<file path="src/rtl/b64enc_pkg.sv">
// ----------------------------------------------------------------------------
// b64enc_pkg
// shared types, constants and the symbol table of the base64 stream encoder
// ----------------------------------------------------------------------------
package b64enc_pkg;

    localparam logic [7:0] PAD_CHAR        = 8'd61;
    localparam logic [7:0] NEWLINE_CHAR    = 8'd10;
    localparam logic [4:0] GROUPS_PER_LINE = 5'd19;

    // what kind of group a job carries
    typedef enum logic [1:0] {
        KIND_FULL = 2'd0,   // three bytes, four symbols
        KIND_ONE  = 2'd1,   // one byte, two symbols and two pads
        KIND_TWO  = 2'd2    // two bytes, three symbols and one pad
    } kind_t;

    // one unit of work from the front end to the back end
    typedef struct packed {
        logic [23:0] bits;
        kind_t       kind;
        logic        newline;
        logic        last;
    } job_t;

    // job queue status seen by the other parts
    typedef struct packed {
        logic full;
        logic empty;
    } q_status_t;

    // standard alphabet lookup
    function automatic logic [7:0] sym_char(input logic [5:0] v);
        logic [7:0] c;
        if (v < 6'd26)
        begin
            c = 8'd65 + {2'b00, v};
        end
        else if (v < 6'd52)
        begin
            c = 8'd71 + {2'b00, v};
        end
        else if (v < 6'd62)
        begin
            c = {2'b00, v} - 8'd4;
        end
        else if (v == 6'd62)
        begin
            c = 8'd43;
        end
        else
        begin
            c = 8'd47;
        end
        return c;
    endfunction

endpackage

</file>
<file path="src/rtl/base64_stream_encoder_unit.sv">
// ----------------------------------------------------------------------------
// base64_stream_encoder_unit
// streaming base64 encoder, one byte in, one ascii character out per beat
// path: a byte ending a group goes via the job queue, job and output registers
// throughput: one character a cycle, set by the single output register,
//   when popped, so a byte stream is taken at three bytes per four characters
// reset: async active low, clears pending bytes, group count, queue and output
// ----------------------------------------------------------------------------
module base64_stream_encoder_unit #(
    parameter int QUEUE_DEPTH = 2
) (
    input  logic       clk,
    input  logic       rst_n,
    // input side, looks like a queue
    input  logic       push,
    output logic       full,
    input  logic [7:0] data_byte,
    input  logic       is_final,
    // output side, looks like a queue
    output logic       empty,
    input  logic       pop,
    output logic [7:0] out_char,
    output logic       out_last,
    // split_lines register
    input  logic       cfg_we,
    input  logic       cfg_wdata
);
    import b64enc_pkg::*;

    logic      in_beat;
    logic      job_push;
    logic      job_pop;
    job_t      front_job;
    job_t      queue_job;
    q_status_t q_status;

    // an input beat is taken only while the job queue has room
    assign full    = q_status.full;
    assign in_beat = push && !full;

    // front end: groups bytes, line count, builds jobs
    b64enc_front u_front (
        .clk       (clk),
        .rst_n     (rst_n),
        .accept    (in_beat),
        .data_byte (data_byte),
        .is_final  (is_final),
        .cfg_we    (cfg_we),
        .cfg_wdata (cfg_wdata),
        .job_push  (job_push),
        .job       (front_job)
    );

    // short queue so each side stalls on its own
    b64enc_queue #(
        .DEPTH (QUEUE_DEPTH)
    ) u_queue (
        .clk    (clk),
        .rst_n  (rst_n),
        .push   (job_push),
        .wr_job (front_job),
        .pop    (job_pop),
        .rd_job (queue_job),
        .status (q_status)
    );

    // back end: serialises characters into the output register
    b64enc_back u_back (
        .clk      (clk),
        .rst_n    (rst_n),
        .q_job    (queue_job),
        .q_status (q_status),
        .q_pop    (job_pop),
        .pop      (pop),
        .empty    (empty),
        .out_char (out_char),
        .out_last (out_last)
    );

    // a final byte always leaves a job waiting in the queue
    a_final_queued : assert property (@(posedge clk) disable iff (!rst_n)
        in_beat && is_final |=> !q_status.empty)
        else $error("final byte did not produce a job");

    // padding characters come back to back until the last one
    a_pad_chain : assert property (@(posedge clk) disable iff (!rst_n)
        !empty && pop && out_char == PAD_CHAR && !out_last
        |=> !empty && out_char == PAD_CHAR)
        else $error("broken padding run");

    // a newline only closes a full group, so it never follows padding
    a_nl_after_pad : assert property (@(posedge clk) disable iff (!rst_n)
        !empty && pop && out_char == PAD_CHAR |=> empty || out_char != NEWLINE_CHAR)
        else $error("newline after padding");

endmodule

</file>
<file path="src/rtl/b64enc_front.sv">
// ----------------------------------------------------------------------------
// b64enc_front
// gathers bytes into groups, counts groups per line and issues jobs
// ----------------------------------------------------------------------------
module b64enc_front (
    input  logic               clk,
    input  logic               rst_n,
    input  logic               accept,
    input  logic [7:0]         data_byte,
    input  logic               is_final,
    input  logic               cfg_we,
    input  logic               cfg_wdata,
    output logic               job_push,
    output b64enc_pkg::job_t   job
);
    import b64enc_pkg::*;

    logic [15:0] pend_reg,  pend_next;
    logic [1:0]  cnt_reg,   cnt_next;
    logic [4:0]  gol_reg,   gol_next;
    logic        split_reg, split_next;
    logic [4:0]  gol_inc;
    logic        wrap;

    assign gol_inc = gol_reg + 5'd1;
    assign wrap    = (gol_inc == GROUPS_PER_LINE);

    always_comb
    begin
        pend_next   = pend_reg;
        cnt_next    = cnt_reg;
        gol_next    = gol_reg;
        split_next  = cfg_we ? cfg_wdata : split_reg;
        job_push    = 1'b0;
        job.bits    = {pend_reg, data_byte};
        job.kind    = KIND_FULL;
        job.newline = 1'b0;
        job.last    = is_final;
        if (accept)
        begin
            unique case (cnt_reg)
                2'd2, 2'd3:
                begin
                    // group complete
                    job_push    = 1'b1;
                    job.newline = wrap & split_reg;
                    cnt_next    = 2'd0;
                    gol_next    = wrap ? 5'd0 : gol_inc;
                end
                2'd1:
                begin
                    pend_next = {pend_reg[15:8], data_byte};
                    cnt_next  = 2'd2;
                    job.kind  = KIND_TWO;
                    job.bits  = {pend_reg[15:8], data_byte, 8'h00};
                    job_push  = is_final;
                end
                default:
                begin
                    pend_next = {data_byte, 8'h00};
                    cnt_next  = 2'd1;
                    job.kind  = KIND_ONE;
                    job.bits  = {data_byte, 16'h0000};
                    job_push  = is_final;
                end
            endcase
            if (is_final)
            begin
                pend_next = 16'h0000;
                cnt_next  = 2'd0;
                gol_next  = 5'd0;
            end
        end
    end

    always_ff @(posedge clk or negedge rst_n)
    begin
        if (!rst_n)
        begin
            pend_reg  <= '0;
            cnt_reg   <= '0;
            gol_reg   <= '0;
            split_reg <= 1'b0;
        end
        else
        begin
            pend_reg  <= pend_next;
            cnt_reg   <= cnt_next;
            gol_reg   <= gol_next;
            split_reg <= split_next;
        end
    end

endmodule

</file>
<file path="src/rtl/b64enc_queue.sv">
// ----------------------------------------------------------------------------
// b64enc_queue
// short job queue between the front and back ends
// ----------------------------------------------------------------------------
module b64enc_queue #(
    parameter int DEPTH = 2
) (
    input  logic                  clk,
    input  logic                  rst_n,
    input  logic                  push,
    input  b64enc_pkg::job_t      wr_job,
    input  logic                  pop,
    output b64enc_pkg::job_t      rd_job,
    output b64enc_pkg::q_status_t status
);
    import b64enc_pkg::*;

    localparam int PW = (DEPTH > 1) ? $clog2(DEPTH) : 1;
    localparam int CW = $clog2(DEPTH + 1);
    localparam logic [PW-1:0] LAST_PTR = PW'(DEPTH - 1);
    localparam logic [CW-1:0] FULL_CNT = CW'(DEPTH);

    job_t          mem_reg [DEPTH];
    logic [PW-1:0] wr_ptr_reg, wr_ptr_next;
    logic [PW-1:0] rd_ptr_reg, rd_ptr_next;
    logic [CW-1:0] cnt_reg,    cnt_next;

    assign status.full  = (cnt_reg == FULL_CNT);
    assign status.empty = (cnt_reg == '0);
    assign rd_job       = mem_reg[rd_ptr_reg];

    always_comb
    begin
        wr_ptr_next = wr_ptr_reg;
        rd_ptr_next = rd_ptr_reg;
        cnt_next    = cnt_reg;
        if (push)
        begin
            wr_ptr_next = (wr_ptr_reg == LAST_PTR) ? '0 : wr_ptr_reg + PW'(1);
        end
        if (pop)
        begin
            rd_ptr_next = (rd_ptr_reg == LAST_PTR) ? '0 : rd_ptr_reg + PW'(1);
        end
        if (push && !pop)
        begin
            cnt_next = cnt_reg + CW'(1);
        end
        else if (pop && !push)
        begin
            cnt_next = cnt_reg - CW'(1);
        end
    end

    always_ff @(posedge clk)
    begin
        if (push)
        begin
            mem_reg[wr_ptr_reg] <= wr_job;
        end
    end

    always_ff @(posedge clk or negedge rst_n)
    begin
        if (!rst_n)
        begin
            wr_ptr_reg <= '0;
            rd_ptr_reg <= '0;
            cnt_reg    <= '0;
        end
        else
        begin
            wr_ptr_reg <= wr_ptr_next;
            rd_ptr_reg <= rd_ptr_next;
            cnt_reg    <= cnt_next;
        end
    end

endmodule

</file>
<file path="src/rtl/b64enc_back.sv">
// ----------------------------------------------------------------------------
// b64enc_back
// turns one job into its characters, one a cycle while the output register is free or popped, into the output register
// ----------------------------------------------------------------------------
module b64enc_back (
    input  logic                  clk,
    input  logic                  rst_n,
    input  b64enc_pkg::job_t      q_job,
    input  b64enc_pkg::q_status_t q_status,
    output logic                  q_pop,
    input  logic                  pop,
    output logic                  empty,
    output logic [7:0]            out_char,
    output logic                  out_last
);
    import b64enc_pkg::*;

    job_t       job_reg,       job_next;
    logic       job_valid_reg, job_valid_next;
    logic [2:0] idx_reg,       idx_next;
    logic       out_valid_reg, out_valid_next;
    logic [7:0] out_char_reg,  out_char_next;
    logic       out_last_reg,  out_last_next;

    logic       beat_out;
    logic       emit;
    logic       job_end;
    logic [2:0] final_idx;
    logic [5:0] sym_val;
    logic       is_pad;
    logic [7:0] cur_char;

    assign beat_out  = pop && out_valid_reg;
    assign emit      = job_valid_reg && (!out_valid_reg || beat_out);
    assign final_idx = (job_reg.kind == KIND_FULL && job_reg.newline) ? 3'd4 : 3'd3;
    assign job_end   = emit && (idx_reg == final_idx);
    assign q_pop     = !q_status.empty && (!job_valid_reg || job_end);

    always_comb
    begin
        unique case (idx_reg)
            3'd0:    sym_val = job_reg.bits[23:18];
            3'd1:    sym_val = job_reg.bits[17:12];
            3'd2:    sym_val = job_reg.bits[11:6];
            default: sym_val = job_reg.bits[5:0];
        endcase
        unique case (job_reg.kind)
            KIND_ONE: is_pad = (idx_reg >= 3'd2);
            KIND_TWO: is_pad = (idx_reg == 3'd3);
            default:  is_pad = 1'b0;
        endcase
        priority if (idx_reg == 3'd4)
        begin
            cur_char = NEWLINE_CHAR;
        end
        else if (is_pad)
        begin
            cur_char = PAD_CHAR;
        end
        else
        begin
            cur_char = sym_char(sym_val);
        end
    end

    always_comb
    begin
        job_next       = job_reg;
        job_valid_next = job_valid_reg;
        idx_next       = idx_reg;
        out_valid_next = out_valid_reg;
        out_char_next  = out_char_reg;
        out_last_next  = out_last_reg;
        if (q_pop)
        begin
            job_next       = q_job;
            job_valid_next = 1'b1;
            idx_next       = 3'd0;
        end
        else if (job_end)
        begin
            job_valid_next = 1'b0;
        end
        else if (emit)
        begin
            idx_next = idx_reg + 3'd1;
        end
        if (emit)
        begin
            out_valid_next = 1'b1;
            out_char_next  = cur_char;
            out_last_next  = job_reg.last && (idx_reg == final_idx);
        end
        else if (beat_out)
        begin
            out_valid_next = 1'b0;
        end
    end

    always_ff @(posedge clk)
    begin
        job_reg      <= job_next;
        out_char_reg <= out_char_next;
        out_last_reg <= out_last_next;
    end

    always_ff @(posedge clk or negedge rst_n)
    begin
        if (!rst_n)
        begin
            job_valid_reg <= 1'b0;
            idx_reg       <= '0;
            out_valid_reg <= 1'b0;
        end
        else
        begin
            job_valid_reg <= job_valid_next;
            idx_reg       <= idx_next;
            out_valid_reg <= out_valid_next;
        end
    end

    assign empty    = !out_valid_reg;
    assign out_char = out_char_reg;
    assign out_last = out_last_reg;

endmodule
</file>
<file path="config.mk">
export PLATFORM = sky130hd
export DESIGN_NAME = base64_stream_encoder_unit
export DESIGN_NICKNAME = d
export VERILOG_FILES = /design/src/rtl/b64enc_pkg.sv /design/src/rtl/base64_stream_encoder_unit.sv /design/src/rtl/b64enc_front.sv /design/src/rtl/b64enc_queue.sv /design/src/rtl/b64enc_back.sv
export SDC_FILE = /design/constraint.sdc
export NUM_CORES = 1
export LEC_CHECK = 0
export ABC_AREA = 1
export BUFFER_PORTS_ARGS = -buffer_cell sky130_fd_sc_hd__clkbuf_2
export CAP_MARGIN = 5
export CORE_MARGIN = 4
export CORE_UTILIZATION = 28
export DETAILED_ROUTE_END_ITERATION = 8
export GPL_TIMING_DRIVEN = 0
export PLACE_DENSITY = 0.48
export SETUP_SLACK_MARGIN = 0.02
export SLEW_MARGIN = 10
export SYNTH_ARGS = -nofsm -noshare
export SYNTH_HDL_FRONTEND = slang
export SYNTH_SLANG_ARGS = --single-unit
</file>
<file path="constraint.sdc">
create_clock -name clk -period 7 [get_ports clk]
set_clock_uncertainty 0.15 [all_clocks]
set_input_delay 2.1 -clock clk [delete_from_list [all_inputs] [get_ports clk]]
set_output_delay 2.1 -clock clk [all_outputs]
set_load 0.03 [all_outputs]
</file>
==> impl_metrics.env, run 1 <==
export IMPL_syn_nets=582
export IMPL_synth_seq_cells=126
export IMPL_clk_path_buf_depth=2
export IMPL_insertion_delay_ns=0.41
export IMPL_clk_pin_slew_worst_paths_ns=0.06
export IMPL_overflow=0
export IMPL_core_area_sq_um=19600
export IMPL_avgSynthCellArea_sq_um=10.2
export IMPL_fmax_mhz=260
export IMPL_grt_pass1_wl_mm=19.5
export IMPL_grt_setup_unrepaired="no"
export IMPL_period_minus_slack_ns=3.85
export IMPL_cp_start_kind="input pin"
export IMPL_cap_violations=0
export IMPL_grt_start_max_net_pins=34
export IMPL_synth_area_sq_um=5630
export IMPL_hold_class="reg -> reg"
export IMPL_dieArea_sq_um=22400
export IMPL_crit_family="simple AND/OR/NAND/NOR gates"
export IMPL_fin_hold_ws_ns=0.361
export IMPL_numCtsBuffers=17
export IMPL_finalCritPeriodShare_pct=55.0
export IMPL_htree_levels=4
export IMPL_drt_total_wl_mm=11.2
export IMPL_fillers=1987
export IMPL_ys_types=34
export IMPL_worstMarginPinSlew_ns=1.04
export IMPL_via_per_inst=4.22
export IMPL_fp_dieH_microns=150
export IMPL_initial_core_util_pct=28.7
export IMPL_vias=3699
export IMPL_cp_max_fo=28
export IMPL_cts_sinks=126
export IMPL_cts_resized=0
export IMPL_slew_headroom_pct=30.3
export IMPL_die_w_microns=150
export IMPL_finalSetupViolations=0
export IMPL_clockRootBuffer="clkbuf_16"
export IMPL_worstPathCellList="clkbuf_2 -> o21ai_1 -> nor2_1 -> inv_1 -> nor2_4"
export IMPL_drtIter0Drc=268
export IMPL_ir_drop_mv=0.180
export IMPL_cts_tree="built"
export IMPL_cp_end_kind="register"
export IMPL_synth_cells=554
export IMPL_cp_data_required_time_ns=6.89
export IMPL_dr_pass1_iters=5
export IMPL_drv_slew=0
export IMPL_totalNegativeSetupSlack_ns=0
export IMPL_place_port_buffers=25
export IMPL_postCtsSetupRepairBufs=0
export IMPL_drc=0
export IMPL_rows=51
export IMPL_grt_pass1_vias=3784
export IMPL_cp_buffers_inverters=2
export IMPL_total_power_uw=3380
export IMPL_layout_drive_gt1_share_pct=14.1
export IMPL_synth_warnings=0
export IMPL_timing_rr_start="u_back.idx_reg[2]"
export IMPL_nets=626
export IMPL_antenna_cells=0
export IMPL_ioPinCount=26
export IMPL_largest_register_ffs=56
export IMPL_p_leak_uw=0.00293
export IMPL_cp_arrival_ns=3.74
export IMPL_critPathKind="in -> reg"
export IMPL_ys_seq_area_share_pct=64.3
export IMPL_ant_nets=0
export IMPL_slowest_delay_ns=0.70
export IMPL_hpwlAfterDp_mm=8.26
export IMPL_grt_usage_pct=11.2
export IMPL_crit_slowest_cell="nor2_4"
export IMPL_antenna_found_initial=0
export IMPL_status="complete, no violations"
export IMPL_startpoint="push"
export IMPL_hold_viol=0
export IMPL_worstHoldStart="u_queue.mem_reg[0][27]"
export IMPL_ctsHoldBuffers=0
export IMPL_power_density_nw_per_um2=503
export IMPL_wl_per_cell_microns=12.8
export IMPL_syn_to_final_growth_pct=19.2
export IMPL_gp_congestion=0.818
[path summary, 6_finish.rpt]
kind,to,cells past startpoint,slack [ns]
setup / recovery,u_queue.mem_reg[0][11],5,3.15
hold / removal,u_back.job_reg[27],2,0.36
setup reg to reg,u_back.job_reg[11],8,4.11
hold reg to reg,u_back.job_reg[27],2,0.36
max in group asynchronous,u_back.idx_reg[0],1,4.45
min in group asynchronous,u_front.pend_reg[6],1,1.66
[final cells by class]
| cell class | instances | area, sq um | area share (%) |
|---|---|---|---|
| inverter | 78 | 293 | 4.36 |
| sequential | 126 | 3620 | 53.9 |
| multi-input combinational | 341 | 1690 | 25.2 |
| tap | 265 | 332 | 4.94 |
| timing repair buffer | 25 | 125 | 1.86 |
| clock inverter | 15 | 184 | 2.74 |
| buffer | 9 | 41.3 | 0.615 |
| clock buffer | 17 | 425 | 6.34 |
[report_power, final]
part	total [uW]	switching, uW	internal, uW	leakage [uW]
combinational	1260	876	384	0.00133
sequential	1220	86.4	1130	0.00130
clock	899	334	565	0.000296
[worst min-delay path: stages (launching register included)]
cell      delay, ns
edfxtp_1       0.32
nand2_1        0.05
nand2_1        0.04
[cell usage after synthesis]
master | instances | area (sq um)
nand2_1 | 172 | 646
edfxtp_1 | 93 | 2790
inv_1 | 74 | 278
nor2_1 | 34 | 128
dfrtp_1 | 33 | 826
o21ai_0 | 30 | 150
nand3_1 | 27 | 135
o22ai_1 | 18 | 113
ha_1 | 13 | 163
nand2_2 | 7 | 43.8
xor2_1 | 7 | 61.3
clkbuf_1 | 6 | 22.5
nor2_2 | 6 | 37.5
a21oi_1 | 4 | 20.0
nand3_2 | 3 | 30.0
o21ai_1 | 3 | 15.0
buf_1 | 2 | 7.51
clkinv_1 | 2 | 7.51
inv_2 | 2 | 7.51
nand2_4 | 2 | 22.5
nor2_4 | 2 | 22.5
or2_2 | 2 | 12.5
a21oi_2 | 1 | 8.76
buf_6 | 1 | 11.3
conb_1 | 1 | 3.75
nand3b_1 | 1 | 7.51
nand4_1 | 1 | 6.26
nor3_1 | 1 | 5.00
nor4_1 | 1 | 6.26
o21ai_2 | 1 | 8.76
o21bai_1 | 1 | 7.51
o31ai_1 | 1 | 7.51
or2_0 | 1 | 6.26
xnor2_1 | 1 | 8.76
[routing by layer]
metal | vias up | wire (microns) | global-route usage (%)
li1 | 1910 | - | -
met4 | 0 | 244 | 4.67
met2 | 58 | 5300 | 18.0
met5 | - | 0 | 0
met1 | 1714 | 5340 | 14.4
met3 | 17 | 349 | 2.82
[kinds of logic after synthesis]
logic type                 share of synthesized area, %
AOI/OAI and AO/OA                                  5.87
buffers and inverters                              5.94
other                                            0.0666
adders and majority gates                          2.89
xor gates and xnor gates                           1.25
and+or+nand+nor                                    19.7
DFF                                                64.3
[stage by stage]
step	utilization (%)	instance area [sq um]	std cells	setup slack [ns]
after CTS	34.2	6710	876	3.08
final	34.2	6710	876	3.15
after global placement	31.1	6080	844	1.51
after detailed placement	31.1	6100	844	2.65
after global routing	34.2	6710	876	2.91
after floorplan	-	5630	554	2.60
[cells in the final DEF (no fill, tap or decap), types with 4 or more instances in the layout]
cell       Yosys  final
inv_1         74     74
nor2_4         2      4
nand2_1      172    172
nand3_1       27     27
o22ai_1       18     18
nor2_1        34     32
clkbuf_16      0     17
edfxtp_1      93     93
ha_1          13     13
nand2_2        7      7
dfrtp_1       33     33
inv_6          0      4
o21ai_0       30     30
a21oi_1        4      4
clkbuf_1       6      6
clkbuf_2       0     25
nor2_2         6      6
xor2_1         7      7
Note: power is estimated with default switching activity, not from simulation.
==> run 2, diff against run 1 <==
PLACE_DENSITY = 0.49   (was 0.48)
clock period = 3.5 ns   (was 7 ns; I/O delays follow)
==> impl_metrics.env, run 2 (synthesis results as in run 1) <==
export IMPL_finalSetupViolations=0
export IMPL_postCtsSetupRepairBufs=0
export IMPL_cp_arrival_ns=2.77
export IMPL_power_density_nw_per_um2=992
export IMPL_worstMarginPinSlew_ns=1.04
export IMPL_status="complete, no violations"
export IMPL_drtIter0Drc=225
export IMPL_cap_violations=0
export IMPL_vias=3679
export IMPL_worstPathCellList="inv_2 -> buf_6 -> o22ai_1 -> nand2_1 -> o21ai_0 -> o21ai_1 -> inv_1"
export IMPL_layout_drive_gt1_share_pct=13.7
export IMPL_ctsHoldBuffers=0
export IMPL_initial_core_util_pct=28.7
export IMPL_nets=628
export IMPL_htree_levels=4
export IMPL_grt_pass1_wl_mm=19.0
export IMPL_antenna_cells=0
export IMPL_fin_hold_ws_ns=0.355
export IMPL_swShare_pct=38.5
export IMPL_grt_usage_pct=11.0
export IMPL_p_leak_uw=0.00291
export IMPL_pre_cts_ws_ns=0.227
export IMPL_insertion_delay_ns=0.41
export IMPL_fmax_mhz=345
export IMPL_combPwrFrac_pct=38.2
export IMPL_drc=0
export IMPL_cp_data_required_time_ns=3.37
export IMPL_layout_commonest_cell="nand2_1"
export IMPL_cp_end_kind="register"
export IMPL_grt_pass1_vias=3787
export IMPL_gp_congestion=0.810
export IMPL_dr_pass1_iters=4
export IMPL_crit_slowest_cell="inv_1"
export IMPL_slowest_delay_ns=0.82
export IMPL_dp_cells=846
export IMPL_finalCritPeriodShare_pct=82.7
export IMPL_grt_setup_unrepaired="no"
export IMPL_layout_cells_non_filler=878
export IMPL_drt_total_wl_mm=11.2
export IMPL_cp_start_kind="register"
export IMPL_dieArea_sq_um=22400
export IMPL_clk_pin_slew_worst_paths_ns=0.05
export IMPL_critPathKind="reg -> reg"
export IMPL_drv_slew=0
export IMPL_setup_ws_ns=0.605
export IMPL_clockRootBuffer="clkbuf_16"
export IMPL_core_area_sq_um=19600
export IMPL_cp_max_fo=29
export IMPL_mostFrequentLayoutCells="nand2_1 (172), edfxtp_1 (93), inv_1 (74)"
export IMPL_syn_to_final_growth_pct=19.3
export IMPL_die_w_microns=150
export IMPL_overflow=0
export IMPL_grt_start_max_net_pins=34
export IMPL_ioPinCount=26
export IMPL_hpwlAfterDp_mm=8.16
export IMPL_numCtsBuffers=17
export IMPL_cts_tree="built"
export IMPL_r2r_cells=7
export IMPL_ant_nets=0
export IMPL_wl_per_cell_microns=12.8
export IMPL_via_per_inst=4.19
export IMPL_cts_resized=0
export IMPL_clk_path_buf_depth=2
export IMPL_cts_sinks=126
export IMPL_p_int_uw=4090
export IMPL_rows=51
export IMPL_ir_drop_mv=0.453
export IMPL_place_port_buffers=25
export IMPL_antenna_found_initial=0
export IMPL_largest_register_ffs=56
export IMPL_seqPwrFrac_pct=36.5
export IMPL_period_minus_slack_ns=2.89
export IMPL_clkPwrFrac_pct=25.3
export IMPL_power_switching_uw=2560
export IMPL_hold_class="reg -> reg"
export IMPL_fp_dieH_microns=150
export IMPL_hold_path_cell_count=2
export IMPL_hold_viol=0
export IMPL_slew_headroom_pct=30.7
==> run 2: cell count changes in the layout (fill, tap and decap cells not counted), sizes merged <==
cell | previous run | this run
buf | 3 | 5
clkinvlp | 2 | 5
inv | 81 | 78
clkbuf | 48 | 49
bufinv | 3 | 2
==> run 2: path summary, 6_finish.rpt <==
check | from | end | slack, ns
min in group asynchronous | rst_n | u_back.idx_reg[0] | 0.61
worst min register to register | u_front.gol_reg[4] | u_front.gol_reg[4] | 0.35
max in group asynchronous | rst_n | u_front.pend_reg[10] | 2.02
worst min-delay path | u_front.gol_reg[4] | u_front.gol_reg[4] | 0.35
worst max-delay path | u_back.idx_reg[2] | u_back.job_reg[20] | 0.61
worst max register to register | u_back.idx_reg[2] | u_back.job_reg[20] | 0.61
==> run 2: worst max-delay path, delay by kind of cell (launching register included) <==
family | cells | cell delay (ns)
AOI/OAI and AO/OA | 3 | 0.59
buffers and inverters | 3 | 1.13
DFF | 1 | 0.50
and+or+nand+nor | 1 | 0.11
==> run 2: cell type report <==
cell class                      count  area (sq um)
Fill cell                        2009         12900
Buffer                              9          41.3
Multi-Input combinational cell    341          1690
Sequential cell                   126          3620
Inverter                           78           293
Tap cell                          265           332
Clock inverter                     14           144
Timing Repair Buffer               27           165
Clock buffer                       18           429
==> run 2: per-layer routing <==
metal / track usage (%) / wire (microns) / vias to the layer above
li1: - / - / 1909
met1: 14.3 / 5370 / 1693
met2: 17.5 / 5250 / 61
met3: 3.00 / 394 / 16
met4: 4.44 / 211 / 0
met5: 0 / 0 / -
==> run 2: stage by stage <==
step	setup TNS (ns)	power, uW	util (%)	cell area, sq um
4_1_cts	0	6750	34.3	6710
5_1_grt	0	7230	34.3	6710
2_1_floorplan	0	4320	-	5630
3_5_place_dp	0	5030	31.3	6140
3_3_place_gp	-55.16	4940	31.1	6080
6_report	0	6660	34.3	6710
==> run 2: power by group through the flow <==
| stage | clock network [uW] | registers (uW) | logic (uW) |
|---|---|---|---|
| 6_report | 1680 | 2430 | 2540 |
| 5_1_grt | 1800 | 2480 | 2950 |
| 4_1_cts | 1730 | 2440 | 2580 |
| 3_5_place_dp | 0 | 2470 | 2570 |
| 3_3_place_gp | 0 | 2460 | 2480 |
| 2_1_floorplan | 0 | 2520 | 1800 |
